<file path="src/ssa_pkg.sv">
// Shared types and constants for the swap slot allocator.
// No dependencies; every other file in src imports this package.
package ssa_pkg;

   // Geometry of the swap area
   localparam int SLOTS           = 16;
   localparam int BLOCKS_PER_SLOT = 120;
   localparam int MAP_DEPTH       = 3 * SLOTS;
   localparam int LARGE_SPAN      = SLOTS * BLOCKS_PER_SLOT;

   // Field and bus widths
   localparam int ADDR_W  = 25;
   localparam int BASE_W  = 24;
   localparam int FUNC_W  = 2;
   localparam int STAT_W  = 2;
   localparam int IDX_W   = $clog2(MAP_DEPTH);
   localparam int TDATA_W = 32;
   localparam int CSR_W   = 24;

   // Request kinds
   typedef enum logic [FUNC_W-1:0] {
      FUNC_ALLOC_LARGE  = 2'd0,
      FUNC_ALLOC_SINGLE = 2'd1,
      FUNC_FREE         = 2'd2,
      FUNC_NONE         = 2'd3
   } func_type;

   // Result status codes
   typedef enum logic [STAT_W-1:0] {
      ST_OK    = 2'd0,
      ST_FULL  = 2'd1,
      ST_RANGE = 2'd2
   } status_type;

   // Free-address decode result
   typedef struct packed {
      logic             hit;
      logic [IDX_W-1:0] idx;
   } dec_type;

   // Command into the bitmap
   typedef struct packed {
      logic             apply;
      func_type         func;
      logic             free_hit;
      logic [IDX_W-1:0] free_idx;
   } bmp_cmd_type;

   // Lowest free entries reported by the bitmap
   typedef struct packed {
      logic             large_ok;
      logic [IDX_W-1:0] large_idx;
      logic             single_ok;
      logic [IDX_W-1:0] single_idx;
   } bmp_find_type;

endpackage

</file>
<file path="src/ssa_addr_decode.sv">
// Maps a returned disk address back to its usage map entry.
// Depends on ssa_pkg for geometry constants and dec_type.
module ssa_addr_decode
   import ssa_pkg::*;
(
   input  logic [ADDR_W-1:0] addr,
   input  logic [BASE_W-1:0] base,
   output dec_type           dec
);

   localparam logic [ADDR_W-1:0] LARGE_SPAN_A = ADDR_W'(LARGE_SPAN);
   localparam logic [ADDR_W-1:0] MAP_DEPTH_A  = ADDR_W'(MAP_DEPTH);

   logic [ADDR_W-1:0] base_ext;
   logic [ADDR_W-1:0] off;
   logic [ADDR_W-1:0] diff;
   logic [IDX_W-1:0]  slot_q;

   assign base_ext = ADDR_W'(base);
   assign off      = addr - base_ext;
   assign diff     = off - LARGE_SPAN_A;

   // Quotient by the slot size: highest slot boundary at or below the offset
   always_comb begin
      slot_q = '0;
      for (int k = 1; k < SLOTS; k++) begin
         if (off >= ADDR_W'(k * BLOCKS_PER_SLOT)) begin
            slot_q = IDX_W'(k);
         end
      end
   end

   // Pick the entry and flag anything below base or beyond the map
   always_comb begin
      if (addr < base_ext) begin
         dec.hit = 1'b0;
         dec.idx = '0;
      end else if (off < LARGE_SPAN_A) begin
         dec.hit = 1'b1;
         dec.idx = slot_q;
      end else begin
         dec.hit = (diff < MAP_DEPTH_A);
         dec.idx = diff[IDX_W-1:0];
      end
   end

endmodule

</file>
<file path="src/ssa_bitmap.sv">
// Usage bitmap with lowest-free search for both regions and set/clear update.
// Depends on ssa_pkg for map depth and the command/find structs.
module ssa_bitmap
   import ssa_pkg::*;
(
   input  logic         clock,
   input  logic         reset,
   input  bmp_cmd_type  cmd,
   output bmp_find_type find
);

   logic [MAP_DEPTH-1:0] slot_used_ff;
   logic [MAP_DEPTH-1:0] slot_used_in;

   // Lowest free large slot
   always_comb begin
      find.large_ok  = 1'b0;
      find.large_idx = '0;
      for (int i = SLOTS - 1; i >= 0; i--) begin
         if (!slot_used_ff[i]) begin
            find.large_ok  = 1'b1;
            find.large_idx = IDX_W'(i);
         end
      end
   end

   // Lowest free single block
   always_comb begin
      find.single_ok  = 1'b0;
      find.single_idx = '0;
      for (int i = MAP_DEPTH - 1; i >= SLOTS; i--) begin
         if (!slot_used_ff[i]) begin
            find.single_ok  = 1'b1;
            find.single_idx = IDX_W'(i);
         end
      end
   end

   // Mark or release the entry chosen by the request being retired
   always_comb begin
      slot_used_in = slot_used_ff;
      if (cmd.apply) begin
         unique case (cmd.func)
            FUNC_ALLOC_LARGE: begin
               if (find.large_ok) slot_used_in[find.large_idx] = 1'b1;
            end
            FUNC_ALLOC_SINGLE: begin
               if (find.single_ok) slot_used_in[find.single_idx] = 1'b1;
            end
            FUNC_FREE: begin
               if (cmd.free_hit) slot_used_in[cmd.free_idx] = 1'b0;
            end
            default: begin
            end
         endcase
      end
   end

   always_ff @(posedge clock) begin
      if (reset) begin
         slot_used_ff <= '0;
      end else begin
         slot_used_ff <= slot_used_in;
      end
   end

endmodule

</file>
<file path="src/swap_slot_allocator_top.sv">
// Top level of the swap slot allocator: request register, result register, csr.
// Depends on ssa_pkg, ssa_addr_decode and ssa_bitmap.
//
//   channel  ports                         direction  carries
//   req      req_tvalid/tready/tdata/tuser in         tdata: free_address, tuser: func
//   rsp      rsp_tvalid/tready/tdata/tuser out        tdata: block_address, tuser: status
//   csr      csr_valid/csr_ready/csr_data  in         swap_base
//
// One request per cycle is sustained while rsp_tready holds high; each moves
// through the request register, then the result register. The bitmap search and
// update for a request happen as it moves into the result register, so the
// next request always sees the updated map. Reset frees every entry and
// clears swap_base. A stalled result holds the result register and, once the
// request register is also full, req_tready drops.
module swap_slot_allocator_top
   import ssa_pkg::*;
(
   input  logic               clock,
   input  logic               reset,
   input  logic               req_tvalid,
   output logic               req_tready,
   input  logic [TDATA_W-1:0] req_tdata,   // [24:0] free_address, rest zero
   input  logic [FUNC_W-1:0]  req_tuser,   // [1:0] func
   output logic               rsp_tvalid,
   input  logic               rsp_tready,
   output logic [TDATA_W-1:0] rsp_tdata,   // [24:0] block_address, rest zero
   output logic [STAT_W-1:0]  rsp_tuser,   // [1:0] status
   input  logic               csr_valid,
   output logic               csr_ready,
   input  logic [CSR_W-1:0]   csr_data     // [23:0] swap_base
);

   localparam logic [ADDR_W-1:0] LARGE_SPAN_A = ADDR_W'(LARGE_SPAN);
   localparam logic [ADDR_W-1:0] BPS_A        = ADDR_W'(BLOCKS_PER_SLOT);

   logic [BASE_W-1:0] base_ff;
   logic              req_valid_ff;
   func_type          req_func_ff;
   logic [ADDR_W-1:0] req_addr_ff;
   logic              rsp_valid_ff;
   logic [ADDR_W-1:0] rsp_addr_ff;
   status_type        rsp_status_ff;
   logic [ADDR_W-1:0] rsp_addr_in;
   status_type        rsp_status_in;

   logic              advance;
   logic              req_xfer;
   dec_type           dec;
   bmp_cmd_type       cmd;
   bmp_find_type      find;

   // Handshake control
   assign advance    = req_valid_ff && (!rsp_valid_ff || rsp_tready);
   assign req_tready = !req_valid_ff || advance;
   assign req_xfer   = req_tvalid && req_tready;
   assign csr_ready  = 1'b1;

   // Configuration register
   always_ff @(posedge clock) begin
      if (reset) begin
         base_ff <= '0;
      end else if (csr_valid) begin
         base_ff <= BASE_W'(csr_data);
      end
   end

   // Request register
   always_ff @(posedge clock) begin
      if (reset) begin
         req_valid_ff <= 1'b0;
      end else if (req_tready) begin
         req_valid_ff <= req_tvalid;
      end
   end

   always_ff @(posedge clock) begin
      if (req_xfer) begin
         req_func_ff <= func_type'(req_tuser);
         req_addr_ff <= req_tdata[ADDR_W-1:0];
      end
   end

   ssa_addr_decode u_decode (
      .addr (req_addr_ff),
      .base (base_ff),
      .dec  (dec)
   );

   assign cmd.apply    = advance;
   assign cmd.func     = req_func_ff;
   assign cmd.free_hit = dec.hit;
   assign cmd.free_idx = dec.idx;

   ssa_bitmap u_bitmap (
      .clock (clock),
      .reset (reset),
      .cmd   (cmd),
      .find  (find)
   );

   // Form the disk address and status of the request
   always_comb begin
      rsp_addr_in   = '0;
      rsp_status_in = ST_OK;
      case (req_func_ff)
         FUNC_ALLOC_LARGE: begin
            if (find.large_ok) begin
               rsp_addr_in = ADDR_W'(base_ff) + ADDR_W'(find.large_idx) * BPS_A;
            end else begin
               rsp_status_in = ST_FULL;
            end
         end
         FUNC_ALLOC_SINGLE: begin
            if (find.single_ok) begin
               rsp_addr_in = ADDR_W'(base_ff) + LARGE_SPAN_A + ADDR_W'(find.single_idx);
            end else begin
               rsp_status_in = ST_FULL;
            end
         end
         FUNC_FREE: begin
            if (!dec.hit) rsp_status_in = ST_RANGE;
         end
         default: begin
         end
      endcase
   end

   // Result register
   always_ff @(posedge clock) begin
      if (reset) begin
         rsp_valid_ff <= 1'b0;
      end else if (advance) begin
         rsp_valid_ff <= 1'b1;
      end else if (rsp_tready) begin
         rsp_valid_ff <= 1'b0;
      end
   end

   always_ff @(posedge clock) begin
      if (advance) begin
         rsp_addr_ff   <= rsp_addr_in;
         rsp_status_ff <= rsp_status_in;
      end
   end

   assign rsp_tvalid = rsp_valid_ff;
   assign rsp_tdata  = TDATA_W'(rsp_addr_ff);
   assign rsp_tuser  = rsp_status_ff;

endmodule

</file>
<file path="config.mk">
export PLATFORM = sky130hd
export DESIGN_NAME = swap_slot_allocator_top
export DESIGN_NICKNAME = d
export VERILOG_FILES = /design/src/ssa_pkg.sv /design/src/ssa_addr_decode.sv /design/src/ssa_bitmap.sv /design/src/swap_slot_allocator_top.sv
export SDC_FILE = /design/constraint.sdc
export NUM_CORES = 1
export LEC_CHECK = 0
export ABC_AREA = 1
export BUFFER_PORTS_ARGS = -buffer_cell sky130_fd_sc_hd__clkbuf_2
export CORE_MARGIN = 4
export CORE_UTILIZATION = 46
export DETAILED_ROUTE_END_ITERATION = 7
export PLACE_DENSITY = 0.76
export SLEW_MARGIN = 20
export SYNTH_ARGS = -nofsm -noshare
export SYNTH_HDL_FRONTEND = slang
export SYNTH_SLANG_ARGS = --single-unit
</file>
<file path="constraint.sdc">
create_clock -name clock -period 8.2 [get_ports clock]
set_clock_uncertainty 0.15 [all_clocks]
set_input_delay 0.41 -clock clock [delete_from_list [all_inputs] [get_ports clock]]
set_output_delay 0.41 -clock clock [all_outputs]
set_load 0.005 [all_outputs]
</file>
==> flow_summary.toml, run 1 <==
[run_status]
status = "finished, final reports clean"

[global_route]
antenna_found_initial = 0
grt_pass1_vias = 9650
grt_first_pass_wirelength_mm = 46.2
grt_usage_pct = 22.8
overflow = 0
grt_max_degree = 61

[placement]
gp_congestion = 0.937
post_dp_cell_area_sq_um = 11000
hpwl_mm = 22.4
portBuffers = 84

[synth]
synthArstFlopShare_pct = 0
synth_cell_types = 58
avgSynthCellArea_sq_um = 6.46
synth-main-ff-cell = "dfxtp_1"
yosysSeqAreaShare_pct = 30.0
netlist_instances = 1604
yosys_warnings = 0
synth-edff-count = 54
synth.cell_area_sq_um = 10400
synth_top_area_cell = "nand2_1"
synth_top_area_share_pct = 16.3
ys_seq_elements = 128
synth_area_leaders = "nand2_1 (16%), edfxtp_1 (16%), dfxtp_1 (14%)"

[floorplan]
fp.dieW_um = 158
pin_count = 100
rows = 54
fp.dieH_um = 158
start_util_pct = 47.2
coreArea_sq_um = 22000
dieArea_sq_um = 25000

[clocking]
cts_max_level = 4
cts_num_sinks = 128
clk_pin_slew_ns = 0.06
worstSkewPairLatency_ns = 0.42
cts_buffers = 17
post_cts_resized = 0
root_buffer = "clkbuf_16"
post_cts_buffers = 0
hold_buffers = 0
cts_tree = "built"
clockBufferDepth = 2

[critical_path]
end_kind = "flip-flop"
crit_top_cell = "nand2_1"
slowest_delay_ns = 0.51
path_class = "reg2reg"
arrival_ns = 6.27
required_ns = 8.34
critPathSlowestCell = "fa_1"
cp_max_fo = 5
critPathLaunchType = "flip-flop"

[min_path]
min_path_type = "in2reg"

[timing]
rsz0062_at_grt = "no"
setup_viol = 0
slew_headroom_pct = 48.2
worst_slew_pin_slew_ns = 0.776
fmax_ghz = 0.163
min_period_over_period_pct = 74.7
period_needed_ns = 6.13
hold_viol = 0
finalSetupTns_ns = 0
report.final.slew_viol_count = 0

[drt]
viasPerCell = 5.31
firstDrtPassIters = 5
drcViolationCount = 0
wirelength_mm = 28.5
drt_iter0_drc = 947
vias = 10500
wl_per_cell_um = 14.4
postRouteAntennaNets = 0

[pwr]
p_seq_share_pct = 35.9
internal_power_uw = 1320
p_sw_uw = 665
clkPwrFrac_pct = 39.9
p_leak_uw = 0.00555
p_sw_share_pct = 33.5
pwr-share-comb_pct = 24.2
ir_drop_mv = 0.134
power_density_nw_per_um2 = 171

[cells_and_area]
drive_above_1_share_pct = 11.8
multi_input_area_sq_um = 6050
seq_area_sq_um = 3100
nNetsFinal = 1811
layout_common_cells = "nand2_1 (451), inv_1 (257), nor2_1 (168)"
design_area_sq_um = 11600
nFillCells = 2127
antennaDiodeCount = 0
syn2layout_area_growth_pct = 12.4
layout_commonest_cell = "nand2_1"

[flow_run]
cap_violations = 0
[sequential cells by signal (all words and copies together) (netlist names)]
name                   cells
u_bitmap.slot_used_ff     48
req_addr_ff               25
rsp_addr_ff               25
base_ff                   24
req_func_ff                2
rsp_tuser                  2
req_valid_ff               1
rsp_tvalid                 1
[stage by stage]
stage	power (uW)	worst slack, ns	hold WS, ns	instances	utilization, %
after floorplan	1070	2.80	0.309	1610	-
after global placement	1190	2.22	0.331	1948	50.2
after detailed placement	1200	2.18	0.333	1948	50.2
after CTS	1990	2.15	0.000520	1980	53.0
after global routing	2080	1.49	0.00204	1980	53.0
final	1990	2.07	0.0104	1980	53.0
[routing by layer]
layer  global-route usage (%)  wire length, um
met1                     31.4            12900
met2                     36.8            12800
met3                     4.02             2100
met4                     6.95              623
met5                        0                0
[worst max-delay path, delay by kind of cell, from the launching register on]
family | cells | cell delay [ns]
compound gates | 11 | 2.06
flops | 1 | 0.32
buf+inv | 7 | 0.53
simple gates | 10 | 1.12
fa+ha+maj | 4 | 1.84
[path summary, 6_finish.rpt]
path / start / endpoint / slack (ns) / depth (start not counted)
worst min-delay path: req_tdata[0] / req_addr_ff[0] / 0.01 / 1
worst max register to register: u_bitmap.slot_used_ff[14] / rsp_addr_ff[17] / 2.07 / 32
worst min register to register: u_bitmap.slot_used_ff[0] / u_bitmap.slot_used_ff[0] / 0.34 / 2
worst max-delay path: u_bitmap.slot_used_ff[14] / rsp_addr_ff[17] / 2.07 / 32
[synthesized netlist by cell type (2+ instances only)]
library cell  instances
nand2_1             451
inv_1               258
nor2_1              168
a21oi_1             100
nand3_1              91
o21ai_0              76
dfxtp_1              74
edfxtp_1             54
ha_1                 54
nand4_1              51
nor3_1               21
clkbuf_1             20
nand2_2              18
inv_2                17
nor2_2               14
o21ai_1              13
a31oi_1              12
buf_4                 9
o22ai_1               8
fa_1                  7
nor2_4                7
xor2_1                7
clkinv_1              6
nand2_4               6
nor4_1                6
xnor2_1               5
and2_1                4
nand3b_1              4
o32ai_1               4
nand3_2               3
o211ai_1              3
o221ai_1              3
a21boi_0              2
conb_1                2
nand3_4               2
o31ai_1               2
[cell families (layout without fill, tap and decap cells)]
kind of cell | after synthesis | in the layout | share of synthesized area, %
xor gates and xnor gates | 13 | 13 | 1.17
DFF | 128 | 128 | 30.0
buffers and inverters | 314 | 404 | 11.8
AOI/OAI and AO/OA | 234 | 234 | 12.4
other | 2 | 8 | 0.0725
adders and majority gates | 61 | 61 | 7.88
and+or+nand+nor | 852 | 852 | 36.6
[power by group through the flow]
stage          registers [uW]  clock network, uW  logic (uW)
4_1_cts                   713                803         474
3_5_place_dp              727                  0         472
5_1_grt                   716                831         535
2_1_floorplan             720                  0         348
6_report                  714                792         481
3_3_place_gp              726                  0         464
[final cells by class]
type | count | area share [%]
flip-flops and latches | 128 | 26.7
multi-input cells | 1168 | 52.0
clock inverters | 14 | 1.53
well taps | 280 | 3.01
clock buffers | 18 | 3.72
repair buffers | 90 | 4.00
inverters | 282 | 9.13
Note: power is estimated with default switching activity, not from simulation.
==> inputs of run 2 (changes only) <==
==> constraint.sdc (replaced) <==
create_clock -name clock -period 6.16 [get_ports clock]
set_clock_uncertainty 0.15 [all_clocks]
set_input_delay 0.308 -clock clock [delete_from_list [all_inputs] [get_ports clock]]
set_output_delay 0.308 -clock clock [all_outputs]
set_load 0.005 [all_outputs]
==> run 2 against run 1 <==
Sequential share of layout area fell by 0.69 points. Die area did not move. Global-route usage rose by 0.92 points. Hold slack got worse by 0.00065 ns. Sequential power rose by 33%. Combinational power rose by 37%. Setup slack got worse by 1.7 ns. Via count rose by 2.9%. Critical path type unchanged.
==> flow_summary.toml, run 2 (synthesis results as in run 1) <==
[critical_path]
cp_max_fo = 5
r2r_slack_ns = 0.41
critPathLaunchType = "flip-flop"
critPathSlowestCell = "fa_1"
arrival_ns = 5.87
r2r_start = "u_bitmap.slot_used_ff[14]"
worstReg2RegEnd = "rsp_addr_ff[22]"
crit_top_cell = "inv_1"
required_ns = 6.27
slowest_delay_ns = 0.50
path_class = "reg2reg"
rr_worst_depth = 32
end_kind = "flip-flop"

[clocking]
cts_max_level = 4
cts_buffers = 17
cts_tree = "built"
clockBufferDepth = 2
post_cts_buffers = 0
clk_pin_slew_ns = 0.07
worstSkewPairLatency_ns = 0.44
cts_num_sinks = 128
root_buffer = "clkbuf_16"

[global_route]
antenna_found_initial = 1
grt_pass1_vias = 9742
grt_first_pass_wirelength_mm = 47.6
grt_max_degree = 61
grt-busiest-layer = "met2"
grt.met1_usage_pct = 33.0
overflow = 0
use_met2_pct = 37.7
use_met3_pct = 4.16
grt_usage_pct = 23.8

[cells_and_area]
design_area_sq_um = 12000
seq_area_sq_um = 3100
nFillCells = 2070
top_register = "u_bitmap.slot_used_ff"
top_regs = "u_bitmap.slot_used_ff: 48 flops, req_addr_ff: 25 flops, rsp_addr_ff: 25 flops"
nNetsFinal = 1841
layout_commonest_cell = "nand2_1"
syn2layout_area_growth_pct = 15.4
instances_no_fill = 2011
drive_above_1_share_pct = 11.7
largest_reg_flops = 48
multi_input_area_sq_um = 6060
layout_common_cells = "nand2_1 (451), inv_1 (257), nor2_1 (167)"

[pwr]
p_leak_uw = 0.00566
power_density_nw_per_um2 = 223
p_total_uw = 2670
ir_drop_mv = 0.133

[floorplan]
fp.dieW_um = 158
rows = 54
dieArea_sq_um = 25000
start_util_pct = 47.2
fp.dieH_um = 158
coreArea_sq_um = 22000
pin_count = 100

[drt]
drt_iter0_drc = 1041
postRouteAntennaNets = 0
firstDrtPassIters = 5
wirelength_mm = 29.6
viasPerCell = 5.39
drcViolationCount = 0
vias = 10800
wl_per_cell_um = 14.7

[timing]
min_period_over_period_pct = 93.4
hold_viol = 0
period_needed_ns = 5.75
setup_ws_ns = 0.406
slew_headroom_pct = 39.8
rsz0062_at_grt = "no"
report.final.slew_viol_count = 0
fmax_ghz = 0.174
finalSetupTns_ns = 0
worst_slew_pin_slew_ns = 0.897
setup_viol = 0

[run_status]
status = "finished, final reports clean"

[placement]
dp_cells = 1949
pre_cts_slack_ns = 0.278
hpwl_mm = 22.6
portBuffers = 84
post_dp_cell_area_sq_um = 11000
gp_congestion = 0.943

[flow_run]
cap_violations = 0

[min_path]
min_path_type = "in2reg"
hold_end = "base_ff[6]"
hold_depth = 3
min_from = "csr_data[6]"
run 2: changes by cell type in the layout (fill, tap and decap cells not counted), moves of 2 or more:
cell	delta
o21ai_1	+5
dlygate4sd3_1	+29
clkinv_1	+2
inv_4	-2
clkinv_4	+2
o21ai_0	-5
run 2: critical path: cells and delay by family, from the launching register on:
family | cells | cell delay [ns]
compound gates | 11 | 1.79
xor+xnor | 1 | 0.15
fa+ha+maj | 4 | 1.74
buf+inv | 8 | 0.63
flops | 1 | 0.33
simple gates | 8 | 0.78
run 2: cell type report:
class	instances	share of cell area, %
Antenna cell	1	0.0209
Tap cell	280	2.93
Multi-Input combinational cell	1168	50.7
Clock buffer	17	3.56
Inverter	282	8.90
Sequential cell	128	26.0
Clock inverter	15	1.54
Timing Repair Buffer	120	6.39
run 2: what timing repair did:
item,in CTS,in global routing
gates resized for setup,0,8
hold buffers,29,0
hold endpoints to repair,29,0
setup endpoints to repair,0,7
run 2: per-stage QoR:
step | hold slack [ns] | utilization [%]
finish | 0.00973 | 54.4
global route | 0.0394 | 54.4
CTS | 0.00601 | 54.4
detailed placement | 0.335 | 50.3
global placement | 0.328 | 50.3
floorplan | 0.257 | -
run 2: layer usage:
layer / wire (um) / up-vias
met2: 13300 / 489
met4: 724 / 0
li1: - / 5402
met5: 0 / -
met1: 13300 / 4884
met3: 2400 / 57
run 2: worst max path at each step:
stage	start	end	slack, ns	cells after the start
floorplan	u_bitmap.slot_used_ff[14]	rsp_addr_ff[20]	0.76	31
global placement	u_bitmap.slot_used_ff[14]	rsp_addr_ff[20]	0.40	31
detailed placement	u_bitmap.slot_used_ff[14]	rsp_addr_ff[22]	0.28	32
CTS	u_bitmap.slot_used_ff[14]	rsp_addr_ff[22]	0.19	32
global route	u_bitmap.slot_used_ff[14]	rsp_addr_ff[22]	0.03	32
finish	u_bitmap.slot_used_ff[14]	rsp_addr_ff[22]	0.41	32
run 2: report_power, final:
part / leakage [uW] / switching [uW] / total [uW] / internal, uW
Sequential: 0.00112 / 28.0 / 951 / 923
Clock: 0.000293 / 417 / 1060 / 640
Combinational: 0.00425 / 455 / 657 / 202
